`src/rtl/sensor_scan_average_scale_defines.svh`:
```
// Assertion macros shared by the sensor scan block.
`ifndef SENSOR_SCAN_AVERAGE_SCALE_DEFINES_SVH
`define SENSOR_SCAN_AVERAGE_SCALE_DEFINES_SVH

// Same-cycle implication, switched off while reset is high.
`define SSAS_ASSERT_IMPLY(label, clk, rst, ante, cons) \
  label: assert property (@(posedge clk) disable iff (rst) (ante) |-> (cons)) \
    else $error("sensor_scan_average_scale: implication check failed");

// Next-cycle implication, switched off while reset is high.
`define SSAS_ASSERT_NEXT(label, clk, rst, ante, cons) \
  label: assert property (@(posedge clk) disable iff (rst) (ante) |=> (cons)) \
    else $error("sensor_scan_average_scale: next-cycle check failed");

`endif

```
`src/rtl/ssas_pkg.sv`:
```
// Shared constants and types of the sensor scan, average and scale block.
`default_nettype none

package ssas_pkg;

  localparam int DEF_SAMPLES_PER_AVERAGE = 10;
  localparam int DEF_ADC_CHANNELS        = 4;
  localparam int DEF_MUX_STATES          = 4;
  localparam int DEF_SAMPLE_BITS         = 10;

  localparam int GAIN_W      = 20;
  localparam int OFFSET_W    = 28;
  localparam int CFG_DATA_W  = 28;
  localparam int CFG_INDEX_W = 2;
  localparam int BYTE_W      = 8;
  localparam int POS_W       = 2;
  localparam int FRAC_BITS   = 16;
  localparam int QUEUE_DEPTH = 4;

  localparam logic [GAIN_W-1:0]   GAIN_RESET   = 20'd77858;
  localparam logic [OFFSET_W-1:0] OFFSET_RESET = 28'd43129242;
  localparam logic [BYTE_W-1:0]   FRAME_MARKER = 8'd255;
  localparam logic [BYTE_W-1:0]   MAX_DATA     = 8'd254;

  typedef enum logic [CFG_INDEX_W-1:0] {
    REG_SCALE_GAIN   = 2'd0,
    REG_SCALE_OFFSET = 2'd1
  } cfg_reg_t;

  // Position of a completed average and the scan position that follows it.
  typedef struct packed {
    logic [POS_W-1:0] src_mux;
    logic [POS_W-1:0] src_channel;
    logic [POS_W-1:0] next_mux;
    logic [POS_W-1:0] next_channel;
    logic             frame_done;
  } pos_tag_t;

endpackage

`default_nettype wire

```
`src/rtl/ssas_front.sv`:
```
// Front part: accumulates samples per scan position and steps the scan.
`default_nettype none

module ssas_front #(
  parameter int SAMPLES_PER_AVERAGE = 10,
  parameter int ADC_CHANNELS        = 4,
  parameter int MUX_STATES          = 4,
  parameter int SAMPLE_BITS         = 10,
  parameter int SUM_W               = 14
) (
  input  logic                   clk,
  input  logic                   rst,
  input  logic [SAMPLE_BITS-1:0] sample,
  input  logic                   in_valid,
  output logic                   in_stall,
  input  logic                   queue_full,
  output logic                   push,
  output logic [SUM_W-1:0]       push_sum,
  output ssas_pkg::pos_tag_t     push_tag
);
  import ssas_pkg::*;

  localparam int CNT_W = (SAMPLES_PER_AVERAGE > 1) ? $clog2(SAMPLES_PER_AVERAGE) : 1;
  localparam int CH_W  = (ADC_CHANNELS > 1) ? $clog2(ADC_CHANNELS) : 1;
  localparam int MUX_W = (MUX_STATES > 1) ? $clog2(MUX_STATES) : 1;
  localparam logic [CNT_W-1:0] CNT_LAST = CNT_W'(SAMPLES_PER_AVERAGE - 1);
  localparam logic [CH_W-1:0]  CH_LAST  = CH_W'(ADC_CHANNELS - 1);
  localparam logic [MUX_W-1:0] MUX_LAST = MUX_W'(MUX_STATES - 1);

  logic [SUM_W-1:0] sample_sum;
  logic [CNT_W-1:0] sample_count;
  logic [CH_W-1:0]  channel_index;
  logic [MUX_W-1:0] mux_index;

  logic             accept;
  logic             last_sample;
  logic             ch_wrap;
  logic             mux_wrap;
  logic [SUM_W-1:0] sum_with;
  logic [CH_W-1:0]  channel_index_next;
  logic [MUX_W-1:0] mux_index_next;

  assign in_stall    = queue_full;
  assign accept      = in_valid && !queue_full;
  assign sum_with    = sample_sum + SUM_W'(sample);
  assign last_sample = (sample_count == CNT_LAST);
  assign ch_wrap     = (channel_index == CH_LAST);
  assign mux_wrap    = (mux_index == MUX_LAST);

  always_comb begin
    channel_index_next = ch_wrap ? '0 : CH_W'(channel_index + 1'b1);
    mux_index_next     = mux_index;
    if (ch_wrap) begin
      mux_index_next = mux_wrap ? '0 : MUX_W'(mux_index + 1'b1);
    end
  end

  assign push                  = accept && last_sample;
  assign push_sum              = sum_with;
  assign push_tag.src_mux      = POS_W'(mux_index);
  assign push_tag.src_channel  = POS_W'(channel_index);
  assign push_tag.next_mux     = POS_W'(mux_index_next);
  assign push_tag.next_channel = POS_W'(channel_index_next);
  assign push_tag.frame_done   = ch_wrap && mux_wrap;

  always_ff @(posedge clk) begin
    if (rst) begin
      sample_sum    <= '0;
      sample_count  <= '0;
      channel_index <= '0;
      mux_index     <= '0;
    end else if (accept) begin
      if (last_sample) begin
        sample_sum    <= '0;
        sample_count  <= '0;
        channel_index <= channel_index_next;
        mux_index     <= mux_index_next;
      end else begin
        sample_sum   <= sum_with;
        sample_count <= CNT_W'(sample_count + 1'b1);
      end
    end
  end

endmodule

`default_nettype wire

```
`src/rtl/ssas_queue.sv`:
```
// Short request queue between the front and back parts.
`default_nettype none

module ssas_queue #(
  parameter int DATA_W = 23
) (
  input  logic              clk,
  input  logic              rst,
  input  logic              push,
  input  logic [DATA_W-1:0] push_data,
  input  logic              pop,
  output logic [DATA_W-1:0] head_data,
  output logic              empty,
  output logic              full
);
  import ssas_pkg::*;

  localparam int PTR_W = (QUEUE_DEPTH > 1) ? $clog2(QUEUE_DEPTH) : 1;
  localparam int CNT_W = $clog2(QUEUE_DEPTH + 1);
  localparam logic [PTR_W-1:0] PTR_LAST = PTR_W'(QUEUE_DEPTH - 1);
  localparam logic [CNT_W-1:0] CNT_FULL = CNT_W'(QUEUE_DEPTH);

  logic [DATA_W-1:0] entries [QUEUE_DEPTH];
  logic [PTR_W-1:0]  wr_ptr;
  logic [PTR_W-1:0]  rd_ptr;
  logic [CNT_W-1:0]  fill;

  assign empty     = (fill == '0);
  assign full      = (fill == CNT_FULL);
  assign head_data = entries[rd_ptr];

  always_ff @(posedge clk) begin
    if (rst) begin
      wr_ptr <= '0;
      rd_ptr <= '0;
      fill   <= '0;
    end else begin
      if (push) begin
        wr_ptr <= (wr_ptr == PTR_LAST) ? '0 : PTR_W'(wr_ptr + 1'b1);
      end
      if (pop) begin
        rd_ptr <= (rd_ptr == PTR_LAST) ? '0 : PTR_W'(rd_ptr + 1'b1);
      end
      case ({push, pop})
        2'b10:   fill <= CNT_W'(fill + 1'b1);
        2'b01:   fill <= CNT_W'(fill - 1'b1);
        default: fill <= fill;
      endcase
    end
  end

  always_ff @(posedge clk) begin
    if (push) begin
      entries[wr_ptr] <= push_data;
    end
  end

endmodule

`default_nettype wire

```
`src/rtl/ssas_back.sv`:
```
// Back part: divides, scales, clamps and emits results and frame markers.
`default_nettype none

module ssas_back #(
  parameter int SAMPLES_PER_AVERAGE = 10,
  parameter int SAMPLE_BITS         = 10,
  parameter int SUM_W               = 14
) (
  input  logic                            clk,
  input  logic                            rst,
  input  logic                            queue_empty,
  input  logic [SUM_W-1:0]                head_sum,
  input  ssas_pkg::pos_tag_t              head_tag,
  output logic                            pop,
  input  logic [ssas_pkg::GAIN_W-1:0]     scale_gain,
  input  logic [ssas_pkg::OFFSET_W-1:0]   scale_offset,
  output logic [ssas_pkg::BYTE_W-1:0]     data_byte,
  output logic                            frame_end,
  output logic [ssas_pkg::POS_W-1:0]      source_mux,
  output logic [ssas_pkg::POS_W-1:0]      source_channel,
  output logic [ssas_pkg::POS_W-1:0]      next_mux,
  output logic [ssas_pkg::POS_W-1:0]      next_channel,
  output logic                            out_valid,
  input  logic                            out_stall
);
  import ssas_pkg::*;

  // Division by the sample count is a multiply by a rounded-up reciprocal;
  // with this shift the quotient is exact for every possible sum.
  localparam int DIV_SHIFT = SUM_W + $clog2(SAMPLES_PER_AVERAGE);
  localparam int RECIP_W   = SUM_W + 2;
  localparam logic [RECIP_W-1:0] RECIP =
    RECIP_W'(((1 << DIV_SHIFT) + SAMPLES_PER_AVERAGE - 1) / SAMPLES_PER_AVERAGE);
  localparam int QPROD_W   = SUM_W + RECIP_W;
  localparam int AVG_W     = SAMPLE_BITS;
  localparam int PROD_W    = AVG_W + GAIN_W;
  localparam int DIFF_W    = ((PROD_W > OFFSET_W) ? PROD_W : OFFSET_W) + 1;
  localparam int SHIFT_W   = DIFF_W - 1 - FRAC_BITS;

  logic               s1_valid;
  logic [AVG_W-1:0]   s1_avg;
  pos_tag_t           s1_tag;
  logic               s2_valid;
  logic [PROD_W-1:0]  s2_prod;
  pos_tag_t           s2_tag;
  logic               marker_pending;

  logic               out_take;
  logic               out_free;
  logic               s2_free;
  logic               s1_move;
  logic               s1_free;
  logic [QPROD_W-1:0] quot_prod;
  logic [DIFF_W-1:0]  diff;
  logic [SHIFT_W-1:0] shifted;
  logic [BYTE_W-1:0]  scaled_byte;

  // An output holding a data result with a marker behind it is not free.
  assign out_take = out_valid && !out_stall;
  assign out_free = !out_valid || (out_take && !marker_pending);
  assign s2_free  = !s2_valid || out_free;
  assign s1_move  = s1_valid && s2_free;
  assign s1_free  = !s1_valid || s2_free;
  assign pop      = !queue_empty && s1_free;

  assign quot_prod = QPROD_W'(head_sum) * QPROD_W'(RECIP);

  always_comb begin
    diff    = DIFF_W'(s2_prod) - DIFF_W'(scale_offset);
    shifted = diff[DIFF_W-2:FRAC_BITS];
    if (diff[DIFF_W-1]) begin
      scaled_byte = '0;
    end else if (shifted > SHIFT_W'(MAX_DATA)) begin
      scaled_byte = MAX_DATA;
    end else begin
      scaled_byte = BYTE_W'(shifted);
    end
  end

  always_ff @(posedge clk) begin
    if (rst) begin
      s1_valid       <= 1'b0;
      s2_valid       <= 1'b0;
      out_valid      <= 1'b0;
      marker_pending <= 1'b0;
    end else begin
      if (s1_free) begin
        s1_valid <= pop;
      end
      if (s2_free) begin
        s2_valid <= s1_valid;
      end
      if (out_take && marker_pending) begin
        marker_pending <= 1'b0;
      end else if (s2_valid && out_free) begin
        out_valid      <= 1'b1;
        marker_pending <= s2_tag.frame_done;
      end else if (out_take) begin
        out_valid <= 1'b0;
      end
    end
  end

  always_ff @(posedge clk) begin
    if (pop) begin
      s1_avg <= quot_prod[DIV_SHIFT +: AVG_W];
      s1_tag <= head_tag;
    end
    if (s1_move) begin
      s2_prod <= PROD_W'(s1_avg) * PROD_W'(scale_gain);
      s2_tag  <= s1_tag;
    end
    if (out_take && marker_pending) begin
      data_byte      <= FRAME_MARKER;
      frame_end      <= 1'b1;
      source_mux     <= '0;
      source_channel <= '0;
    end else if (s2_valid && out_free) begin
      data_byte      <= scaled_byte;
      frame_end      <= 1'b0;
      source_mux     <= s2_tag.src_mux;
      source_channel <= s2_tag.src_channel;
      next_mux       <= s2_tag.next_mux;
      next_channel   <= s2_tag.next_channel;
    end
  end

endmodule

`default_nettype wire

```
`src/rtl/sensor_scan_average_scale.sv`:
```
// Sensor scan block: samples in, averaged and scaled bytes out.
// The input channel takes one converter sample per request (sample, in_valid,
// in_stall) for the scan position that is current: channel fastest, then mux
// state. Every SAMPLES_PER_AVERAGE samples close a position; its average is
// scaled by scale_gain and scale_offset and sent on the output channel with
// its source and next positions. After the last position of a frame a second
// request follows: the marker byte 255 with frame_end high.
// One sample is accepted per cycle while in_stall is low. A closing sum passes
// s1 (reciprocal multiply), s2 (gain multiply) and the output (offset subtract
// and clamp); a frame marker follows in the cycle after its data result is
// taken. Closed positions wait in a four-entry queue; in_stall is high only
// while it is full, so an output stall reaches the input only after seven
// positions are held up: four queued and three in the pipeline. The user
// writes configuration (cfg_write_en, cfg_index, cfg_data) only while the
// block is idle, unenforced by the block. Reset clears the scan position, the
// running sum and all pending requests, and loads the default gain and offset.
`default_nettype none

`include "sensor_scan_average_scale_defines.svh"

module sensor_scan_average_scale #(
  parameter int SAMPLES_PER_AVERAGE = ssas_pkg::DEF_SAMPLES_PER_AVERAGE,
  parameter int ADC_CHANNELS        = ssas_pkg::DEF_ADC_CHANNELS,
  parameter int MUX_STATES          = ssas_pkg::DEF_MUX_STATES,
  parameter int SAMPLE_BITS         = ssas_pkg::DEF_SAMPLE_BITS
) (
  input  logic                             clk,
  input  logic                             rst,
  input  logic                             cfg_write_en,
  input  logic [ssas_pkg::CFG_INDEX_W-1:0] cfg_index,
  input  logic [ssas_pkg::CFG_DATA_W-1:0]  cfg_data,
  input  logic [SAMPLE_BITS-1:0]           sample,
  input  logic                             in_valid,
  output logic                             in_stall,
  output logic [ssas_pkg::BYTE_W-1:0]      data_byte,
  output logic                             frame_end,
  output logic [ssas_pkg::POS_W-1:0]       source_mux,
  output logic [ssas_pkg::POS_W-1:0]       source_channel,
  output logic [ssas_pkg::POS_W-1:0]       next_mux,
  output logic [ssas_pkg::POS_W-1:0]       next_channel,
  output logic                             out_valid,
  input  logic                             out_stall
);
  import ssas_pkg::*;

  localparam int SUM_W   = $clog2(SAMPLES_PER_AVERAGE * ((1 << SAMPLE_BITS) - 1) + 1);
  localparam int ENTRY_W = SUM_W + $bits(pos_tag_t);

  logic [GAIN_W-1:0]   scale_gain;
  logic [OFFSET_W-1:0] scale_offset;

  logic                queue_full;
  logic                queue_empty;
  logic                push;
  logic                pop;
  logic [SUM_W-1:0]    push_sum;
  pos_tag_t            push_tag;
  logic [ENTRY_W-1:0]  head_data;
  logic [SUM_W-1:0]    head_sum;
  pos_tag_t            head_tag;

  always_ff @(posedge clk) begin
    if (rst) begin
      scale_gain   <= GAIN_RESET;
      scale_offset <= OFFSET_RESET;
    end else if (cfg_write_en) begin
      unique case (cfg_index)
        REG_SCALE_GAIN:   scale_gain   <= cfg_data[GAIN_W-1:0];
        REG_SCALE_OFFSET: scale_offset <= cfg_data[OFFSET_W-1:0];
        default: ;
      endcase
    end
  end

  ssas_front #(
    .SAMPLES_PER_AVERAGE (SAMPLES_PER_AVERAGE),
    .ADC_CHANNELS        (ADC_CHANNELS),
    .MUX_STATES          (MUX_STATES),
    .SAMPLE_BITS         (SAMPLE_BITS),
    .SUM_W               (SUM_W)
  ) u_front (
    .clk        (clk),
    .rst        (rst),
    .sample     (sample),
    .in_valid   (in_valid),
    .in_stall   (in_stall),
    .queue_full (queue_full),
    .push       (push),
    .push_sum   (push_sum),
    .push_tag   (push_tag)
  );

  ssas_queue #(
    .DATA_W (ENTRY_W)
  ) u_queue (
    .clk       (clk),
    .rst       (rst),
    .push      (push),
    .push_data ({push_sum, push_tag}),
    .pop       (pop),
    .head_data (head_data),
    .empty     (queue_empty),
    .full      (queue_full)
  );

  assign head_sum = head_data[ENTRY_W-1 -: SUM_W];
  assign head_tag = head_data[$bits(pos_tag_t)-1:0];

  ssas_back #(
    .SAMPLES_PER_AVERAGE (SAMPLES_PER_AVERAGE),
    .SAMPLE_BITS         (SAMPLE_BITS),
    .SUM_W               (SUM_W)
  ) u_back (
    .clk            (clk),
    .rst            (rst),
    .queue_empty    (queue_empty),
    .head_sum       (head_sum),
    .head_tag       (head_tag),
    .pop            (pop),
    .scale_gain     (scale_gain),
    .scale_offset   (scale_offset),
    .data_byte      (data_byte),
    .frame_end      (frame_end),
    .source_mux     (source_mux),
    .source_channel (source_channel),
    .next_mux       (next_mux),
    .next_channel   (next_channel),
    .out_valid      (out_valid),
    .out_stall      (out_stall)
  );

  // The marker byte belongs to the frame end request alone.
  `SSAS_ASSERT_IMPLY(a_marker_byte, clk, rst, out_valid && frame_end, data_byte == FRAME_MARKER)
  `SSAS_ASSERT_IMPLY(a_data_not_marker, clk, rst, out_valid && !frame_end, data_byte != FRAME_MARKER)
  `SSAS_ASSERT_IMPLY(a_marker_source, clk, rst, out_valid && frame_end, source_mux == '0 && source_channel == '0)
  // A marker is always preceded by a data request, never by another marker.
  `SSAS_ASSERT_NEXT(a_single_marker, clk, rst, out_valid && !out_stall && frame_end, !(out_valid && frame_end))

endmodule

`default_nettype wire

```
`config.mk`:
```
export PLATFORM = sky130hd
export DESIGN_NAME = sensor_scan_average_scale
export DESIGN_NICKNAME = d
export VERILOG_FILES = /design/src/rtl/ssas_pkg.sv /design/src/rtl/ssas_front.sv /design/src/rtl/ssas_queue.sv /design/src/rtl/ssas_back.sv /design/src/rtl/sensor_scan_average_scale.sv
export VERILOG_INCLUDE_DIRS = /design/src /design/src/rtl
export SDC_FILE = /design/constraint.sdc
export NUM_CORES = 1
export LEC_CHECK = 0
export BUFFER_PORTS_ARGS = -buffer_cell sky130_fd_sc_hd__buf_2
export CAP_MARGIN = 15
export CORE_ASPECT_RATIO = 1.75
export CORE_MARGIN = 8
export CORE_UTILIZATION = 55
export CTS_BUF_LIST = sky130_fd_sc_hd__clkbuf_8
export CTS_CLUSTER_SIZE = 40
export DETAILED_ROUTE_END_ITERATION = 7
export HOLD_SLACK_MARGIN = 0.05
export PLACE_DENSITY = 0.79
export SLEW_MARGIN = 20
export SYNTH_ARGS = -nofsm -noshare
export SYNTH_HDL_FRONTEND = slang
export SYNTH_SLANG_ARGS = --single-unit
```
`constraint.sdc`:
```
create_clock -name clk -period 6.1 [get_ports clk]
set_clock_uncertainty 0.05 [all_clocks]
set_input_delay 0.61 -clock clk [delete_from_list [all_inputs] [get_ports clk]]
set_output_delay 0.61 -clock clk [all_outputs]
set_load 0.005 [all_outputs]
```
# Word-level counts from Yosys, hierarchy flattened
# Memories as Yosys holds them, arrays and structs flattened. A register that Yosys moved wholly into a read port is not among the register bits.
# Cells that the tools add are included.
[word_totals]
latchBits = 0
mem_bits_ro = 0
inputBits = 45
out_inout_bits = 19
mem_count = 1
word_cells = 99
ram_bits = 92
regBits = 156
[classes]
div = 0
shifts = 0
n_lt_le_gt_ge = 1
addsub = 9
bitwise_logic = 1
n_reduce_logical = 29
eq_ne = 9
n_mul = 2
n_mux = 16
[mem_list]
columns = ["memory", "depth", "word_bits", "rd", "rd_ports_with_merged_regs", "write_ports", "line", "text"]
rows = [
  ["u_queue.entries", 4, 23, 1, 1, 1, "ssas_queue.sv:23", "logic [DATA_W-1:0] entries [QUEUE_DEPTH];"],
]
[ops]
columns = ["cell", "count"]
rows = [
  ["$sub 30x28->31", 1],
  ["$mul 10x20->30", 1],
  ["$mul 14x15->28 const B", 1],
  ["$mux 8", 2],
  ["$add 14x10->14", 1],
  ["$gt 14x8->1 const B", 1],
  ["$mux 14", 1],
  ["$mux 2", 7],
  ["$eq 2x2->1 const B", 5],
  ["$reduce_and 2->1", 5],
  ["$logic_and 1x1->1", 9],
  ["$add 2x1->2 const B", 4],
  ["$logic_not 1->1", 7],
  ["$pmux 3 s2", 1],
  ["$add 4x1->4 const B", 1],
  ["$eq 2x1->1 const B", 2],
  ["$eq 4x4->1 const B", 1],
  ["$mux 1", 4],
  ["$mux 4", 1],
  ["$reduce_bool 2->1", 2],
  ["$add 3x1->3 const B", 1],
  ["$eq 3x3->1 const B", 1],
  ["$logic_not 3->1", 1],
  ["$logic_or 1x1->1", 3],
  ["other kinds (4)", 4],
]

# Longest topological paths before layout
# Gate-level depths: netlist of the first run.
[depth]
depth_word = 9
ltp_mapped = 25

# By module
# A second synthesis of the first run with hierarchy kept.
[unflattened]
hier_cells = 1876
area_unflattened_um2 = 20369.5
[by_module_without_submodules]
columns = ["module", "n_inst", "area_each_um2", "cells_each", "seq_area_each_um2"]
rows = [
  ["ssas_back", 1, 13100.1, 1334, 2202.1],
  ["ssas_queue", 1, 3801.1, 168, 2942.8],
  ["sensor_scan_average_scale", 1, 2030.7, 201, 960.9],
  ["ssas_front", 1, 1437.6, 173, 440.4],
]

# Worst setup path after synthesis of the first run
# Ideal clock, no wire load.
[synth_path]
kind = "reg2reg"
startpoint = "register (tool-made name)"
endpoint = "register u_back.s1_avg[9], data pin"
required_time_ns = 5.788
period_less_slack_ns = 6.667
n_path_buf = 2
path_slack_ns = -0.567
path_stages_with_launch = 25
arrival_time_ns = 6.355
cell_sequence = "dfxtp_1 buf_2 buf_1 mux4_2 inv_1 ha_1 fa_1 inv_1 fa_1 inv_1 fa_1 inv_1 fa_1 inv_1 fa_1 inv_1 ha_1 and3_1 a31oi_1 o2bb2ai_1 a31oi_1 a31oi_1 o21ai_1 o31ai_1 xnor2_1"
[synth_lines]
columns = ["item", "line", "text"]
rows = [
  ["to (signal assigned)", "ssas_back.sv:106", "s1_avg <= quot_prod[DIV_SHIFT +: AVG_W];"],
  ["to (decl)", "ssas_back.sv:41", "logic [AVG_W-1:0] s1_avg;"],
]

==> summary.md, run 1 <==
| Metric | Value |
|---|---|
| Fmax | about 170 MHz |
| Worst-case reg-to-reg path depth | 20 |
| Worst Hold Path EP | scale_offset[20]$_SDFFE_PP1P_ |
| I/O pins | 64 |
| R2R Setup Slk | 0.08 ns |
| Post-synthesis sequential element count | 250 |
| Drt wl/cell | 18.61 um |
| Area growth syn-to-layout | 12.33% |
| Fin. Hold Viols | 0 |
| DRC | 0 |
| Clock slew at reported path FFs | approximately 0.07 ns |
| GRT Residual Overflow | 0 |
| Crit. End Element | register |
| Port bufs | 63 |
| FF-to-FF End | u_back.s1_avg[7]$_DFFE_PP_ |
| Starting Density | 55.35% |
| Rel. slew slack | between 30 and 40% |
| Cell row count | 93 |
| Post-Syn Nets | between 2000 and 2500 |
| Vias/cell | 5.655 |
| Htree depth | 2 |
| Number of nets still failing antenna checks after routing | 0 |
| Routability Congestion | 0.9388 |
| Max clock buf depth | 3 |
| Core footprint | 36650 sq um |
| WP data required | 6.37 ns |
| Hpwl dp | about 38 mm |
| Max Cap Viol | 0 |
| Most frequent cells in the layout | inv_1 (297), nand2_1 (242), fa_1 (202) |
| Final wirelength | about 50 mm |
| CTS Sinks | 250 |
| Root buffer cell | clkbuf_8 |
| HP Start | cfg_data[20] |
| Final min period | roughly 6.0 ns |
| Synth Cell Area | 20290 sq um |
| Worst min-delay path category | input pin to register |
| CTS buffer count | 39 |
| Chip width | 161.2 um |
| Vias in the first global route | around 16000 |
| Fin nets | 2562 |
| CTS Hold Buffers Added | 0 |
| Yosys cell types | 73 |
| Post-Syn Instances | between 1500 and 2000 |
| Max Slew Vio Count | 0 |
| Crit start category | register |
| Commonest non-fill, non-tap cell in the layout | inv_1 |
| Critical Path AT | 6.29 ns |
| Most used DFF post-synth | edfxtp_1 |
| Final period utilization | between 90 and 100% |
| Initial antenna violation count | 3 |
| Share of layout cells above drive strength 1 | roughly 15% |
| First-pass GRT wire length | about 79 mm |
| Pre-antenna DRT Iters | 5 |
| Crit path max fanout | 8 |
| Worst-skew pair later-pin latency | 0.58 ns |
| Vert. Die Dim | between 200 and 300 um |
| Final setup fails | 0 |
| Via count | between 10000 and 15000 |
| Total GRT Usage | between 20% and 30% |
| Initial drt markers | 833 |
| Die ar. | between 40000 and 50000 sq um |
| Outcome | completed |
| Hold depth | 2 |
| Syn_area_per_cell | between 10 and 15 sq um |
| Synth warn | 0 |
| Post-synth EDFFs | approximately 150 |
| RSZ-0062 raised after global routing | yes |
| Sequential-to-total area share from yosys stat | between 30 and 40% |
| Worst slew pin tran | roughly 1 ns |
| Pin count of the biggest net entering global routing | 84 |
| Setup CP Type | register to register |
| Post-synth ARST share | 0% |
| Setup TNS | 0 ns |
| CTS tree | yes |
logic make-up after synthesis:
| kind of cell | Yosys count | synth area share, % |
|---|---|---|
| compound gates | 276 | 8.819 |
| xor+xnor | 58 | 2.504 |
| fa+ha+maj | 412 | 32.99 |
| buf+inv | 378 | 6.999 |
| flops | 250 | 32.26 |
| mux | 32 | 3.065 |
| simple gates | 570 | 13.36 |
critical path, stage by stage (launching register included):
cell,delay [ns]
dfxtp_2,0.35
buf_12,0.14
mux4_2,0.51
fa_1,0.53
inv_2,0.04
fa_2,0.56
fa_2,0.46
fa_1,0.56
inv_1,0.05
fa_1,0.50
fa_1,0.45
ha_4,0.30
a21oi_2,0.05
o21a_1,0.20
o2bb2ai_2,0.13
a31oi_2,0.19
a31oi_2,0.16
o21ai_2,0.25
buf_4,0.16
nor2_2,0.03
xnor2_1,0.11
per-stage QoR:
step	hold slack (ns)	setup slack (ns)	util [%]	instances	instance area, sq um
after floorplan	0.3503	0.008639	-	1976	20340
after global placement	0.3509	-0.05868	58.82	2519	21560
after detailed placement	0.3571	-0.1671	58.82	2519	21560
after CTS	0.1566	0.003545	61.25	2600	22450
after global routing	0.1754	-0.07422	62.17	2612	22790
final	0.1840	0.07928	62.18	2613	22790
sequential cells by signal, summed over array words and instances (netlist names), 4 cells and up, named ones only:
| signal | count |
|---|---|
| scale_gain | 20 |
| scale_offset | 28 |
| u_back.data_byte | 8 |
| u_back.s1_avg | 10 |
| u_back.s1_tag | 9 |
| u_back.s2_prod | 30 |
| u_back.s2_tag | 9 |
| u_front.sample_count | 4 |
| u_front.sample_sum | 14 |
| u_queue.entries | 92 |
worst max-delay path by stage:
stage,endpoint,slack (ns),cells after the start
2_1_floorplan,u_back.s1_avg[9]$_DFFE_PP_,0.009,24
5_1_grt,u_back.s1_avg[9]$_DFFE_PP_,-0.07,24
3_3_place_gp,u_back.s1_avg[9]$_DFFE_PP_,-0.06,22
3_5_place_dp,u_back.s1_avg[9]$_DFFE_PP_,-0.17,23
4_1_cts,u_back.s1_avg[8]$_DFFE_PP_,0.004,20
6_report,u_back.s1_avg[7]$_DFFE_PP_,0.08,20
repair_timing:
| action | in CTS | in global routing |
|---|---|---|
| buffers inserted | 9 | 10 |
| setup endpoints to repair | 8 | 16 |
| resized for setup | 9 | 51 |
| pin swaps | 3 | 43 |
synthesized netlist by cell type (all sizes together), types with 7 or more instances:
cell,number,area share [%]
nor2,98,1.8
nand4,7,0.22
a31oi,12,0.37
o21ai,43,1.1
xnor2,44,1.9
fa,205,20
edfxtp,154,23
o21a,15,0.56
nand2b,11,0.34
mux4,24,2.7
buf,7,0.14
nor3,24,0.62
nand2,243,4.5
clkbuf,69,1.3
ha,207,13
dfxtp,96,9.5
inv,301,5.6
and2,106,3.3
xor2,14,0.60
and3,15,0.46
a21o,17,0.63
nor2b,16,0.49
nand3b,7,0.26
a221oi,9,0.39
o211ai,7,0.26
nand3,17,0.42
mux2i,7,0.35
a21boi,7,0.26
a211o,13,0.56
a21oi,107,2.7
layout make-up:
cell class | count | area [sq um]
clock buffers | 44 | 605.6
flip-flops and latches | 250 | 6554
clock inverters | 28 | 200.2
multi-input cells | 1348 | 12580
diodes | 2 | 5.005
well taps | 475 | 594.3
fillers | 2903 | 13860
repair buffers | 164 | 1117
inverters | 302 | 1136
metal layers:
layer	up-vias	wire (um)	global-route usage, %
li1	6813	-	-
met1	7310	15970	21.48
met2	444	27120	42.84
met3	206	1937	3.189
met4	4	3582	15.48
met5	-	26	0
Power of run 1 is left out: the tool's default activity adds up to more than one toggle a clock period on the data nets, which glitch-free logic cannot reach.
==> run 2, diff against run 1 <==
CORE_UTILIZATION = 45   (was 55)
GPL_TIMING_DRIVEN = 0   (was not set)
PLACE_DENSITY = 0.67   (was 0.79)
==> summary.md, run 2 (same netlist as run 1, synthesis figures left out) <==
| Metric | Value |
|---|---|
| Top layer in use | met4 (was met5) |
| Via count | 14490 (was 14780) |
| Crit start category | register (unchanged) |
| Initial drt markers | 668 (was 833) |
| Worst min-delay path category | input pin to register (unchanged) |
| Worst slew pin tran | 0.9119 ns (was 1.008 ns) |
| Fmax | 165.1 MHz (was 166.1 MHz) |
| Crit path max fanout | 5 (was 8) |
| Largest register FFs | 92 (unchanged) |
| Finished Core Util | 51.02% (was 62.18%) |
| DR WL met3 | 1.863 mm (was 1.937 mm) |
| Commonest non-fill, non-tap cell in the layout | inv_1 (unchanged) |
| Max clock buf depth | 3 (unchanged) |
| Setup CP Type | register to register (unchanged) |
| Final min period | 6.056 ns (was 6.021 ns) |
| Root buffer cell | clkbuf_8 (unchanged) |
| Drt wl/cell | 18.29 um (was 18.61 um) |
| Number of nets still failing antenna checks after routing | 0 (unchanged) |
| First-pass GRT wire length | 78.67 mm (was 78.52 mm) |
| Initial antenna violation count | 1 (was 3) |
| Crit. End Element | register (unchanged) |
| Htree depth | 2 (unchanged) |
| I/O pins | 64 (unchanged) |
| Hpwl dp | 39.72 mm (was 38.39 mm) |
| Regs by FF count | u_queue.entries (92), u_back.s2_prod (30), scale_offset (28) (unchanged) |
| DRC | 0 (unchanged) |
| Starting Density | 45.24% (was 55.35%) |
| Final period utilization | 99.27% (was 98.70%) |
| Final wirelength | 49.55 mm (was 48.64 mm) |
| Clock slew at reported path FFs | 0.08 ns (was 0.07 ns) |
| Outcome | completed (unchanged) |
| FF-to-FF End | u_back.s1_avg[9]$_DFFE_PP_ (was u_back.s1_avg[7]$_DFFE_PP_) |
| Setup TNS | 0 ns (unchanged) |
| Die ar. | 52400 sq um (was 43530 sq um) |
| Pin count of the biggest net entering global routing | 27 (was 84) |
| Core footprint | 44850 sq um (was 36650 sq um) |
| Worst-skew pair later-pin latency | 0.58 ns (about the same) |
| Vias in the first global route | 15660 (was 15990) |
| Fin. Hold Viols | 0 (unchanged) |
| Chip width | 176.5 um (was 161.2 um) |
| Worst path max stage delay | 0.59 ns (was 0.56 ns) |
| Place WS | -0.9051 ns (was -0.1671 ns) |
| Routability Congestion | 0.9386 (was 0.9388) |
| Worst path slowest cell | mux4_2 (was fa_2) |
| Max Slew Vio Count | 0 (unchanged) |
| CTS Sinks | 250 (unchanged) |
| Critical Path AT | 6.34 ns (was 6.29 ns) |
| CTS buffer count | 39 (unchanged) |
| Register name with the most flops | u_queue.entries (unchanged) |
| Worst Hold Path EP | scale_offset[20]$_SDFFE_PP1P_ (unchanged) |
| CTS Hold Buffers Added | 0 (unchanged) |
| RSZ-0062 raised after global routing | yes (unchanged) |
| CTS tree | yes (unchanged) |
| Port bufs | 63 (unchanged) |
| Rel. slew slack | 39.14% (was 32.81%) |
| Routed metal-1 wirelength | 17.12 mm (was 15.97 mm) |
| Most frequent cells in the layout | inv_1 (299), nand2_1 (243), fa_1 (200) (was inv_1 (297), nand2_1 (242), fa_1 (202)) |
| Share of layout cells above drive strength 1 | 13.66% (was 14.70%) |
| Area growth syn-to-layout | 12.77% (was 12.33%) |
| CP Cell Sequence | buf_6, buf_12, mux4_2, ha_4, inv_4, fa_1, inv_2, fa_1, inv_2, fa_1, inv_1, fa_1, inv_2, fa_1, inv_2, ha_4, and3_1, a31oi_1, o2bb2ai_2, a31oi_4, a31oi_4, o21ai_4, o31ai_2, xnor2_1 (was buf_12, mux4_2, fa_1, inv_2, fa_2, fa_2, fa_1, inv_1, fa_1, fa_1, ha_4, a21oi_2, o21a_1, o2bb2ai_2, a31oi_2, a31oi_2, o21ai_2, buf_4, nor2_2, xnor2_1) |
| HP Start | cfg_data[20] (unchanged) |
| Fin nets | 2558 (was 2562) |
| WL met2 | 27.16 mm (was 27.12 mm) |
| Max Cap Viol | 0 (unchanged) |
| GRT Residual Overflow | 0 (unchanged) |
| Pre-antenna DRT Iters | 5 (unchanged) |
| Vias/cell | 5.350 (was 5.655) |
| CP most frequent cell | fa_1 (unchanged) |
| Vert. Die Dim | 296.9 um (was 270.1 um) |
| WP data required | 6.39 ns (was 6.37 ns) |
| Worst-case reg-to-reg path depth | 24 (was 20) |
| Final WS setup | 0.04426 ns (was 0.07928 ns) |
| Total GRT Usage | 19.08% (was 22.45%) |
| R2R Setup Slk | 0.04 ns (was 0.08 ns) |
| Cell row count | 103 (was 93) |
| Hold depth | 2 (unchanged) |
| Final setup fails | 0 (unchanged) |
## run 2: cell count changes in the layout (fill, tap and decap cells not counted), moves of 4 or more
cell,change
clkbuf_1,+31
clkbuf_4,+6
clkbuf_8,+4
dfxtp_2,+6
and2_4,+4
clkinv_1,-6
buf_4,-59
clkbuf_2,+5
dfxtp_1,-6
and2_1,-4
buf_1,+4
## run 2: how the worst max path moves through the flow
stage / to / slack [ns]
2_1_floorplan: u_back.s1_avg[9]$_DFFE_PP_ / 0.009
3_3_place_gp: u_back.s1_avg[9]$_DFFE_PP_ / -0.82
3_5_place_dp: u_back.s1_avg[9]$_DFFE_PP_ / -0.91
4_1_cts: u_back.s2_prod[29]$_DFFE_PP_ / 0.002
5_1_grt: u_back.s1_avg[9]$_DFFE_PP_ / -0.14
6_report: u_back.s1_avg[9]$_DFFE_PP_ / 0.04
## run 2: worst max-delay path, delay by kind of cell, from the launching register on
family	cells	cell delay (ns)
compound gates	6	1.02
xor+xnor	1	0.09
fa+ha+maj	7	3.09
buf+inv	8	0.51
flops	1	0.33
mux	1	0.59
simple gates	1	0.14
## run 2: metrics by stage
stage | std cells | instance area [sq um] | hold slack, ns
5_1_grt | 2709 | 22880 | 0.1972
6_report | 2709 | 22880 | 0.2114
3_3_place_gp | 2616 | 21380 | 0.3513
3_5_place_dp | 2617 | 21410 | 0.3545
2_1_floorplan | 1976 | 20340 | 0.3503
4_1_cts | 2699 | 22650 | 0.1767
## run 2: what timing repair did
action / 4_1_cts / 5_1_grt
setup endpoints to repair: 17 / 14
pin swaps: 28 / 35
cloned: 1 / 1
resized for setup: 76 / 64
buffers inserted: 21 / 10
## run 2: area by class of cell
| class | count | area, sq um |
|---|---|---|
| Fill cell | 4055 | 21970 |
| Multi-Input combinational cell | 1348 | 12610 |
| Timing Repair Buffer | 97 | 584.3 |
| Sequential cell | 250 | 6561 |
| Antenna cell | 1 | 2.502 |
| Tap cell | 577 | 721.9 |
| Clock buffer | 43 | 591.8 |
| Clock inverter | 28 | 269.0 |
| Buffer | 63 | 401.6 |
| Inverter | 302 | 1139 |
## run 2: layer usage
metal / track usage (%) / vias to the layer above
met5: 0 / -
met4: 12.71 / 0
met3: 2.401 / 156
met2: 36.22 / 366
met1: 18.70 / 7175
li1: - / 6795
Power of run 2 is left out for the same reason.
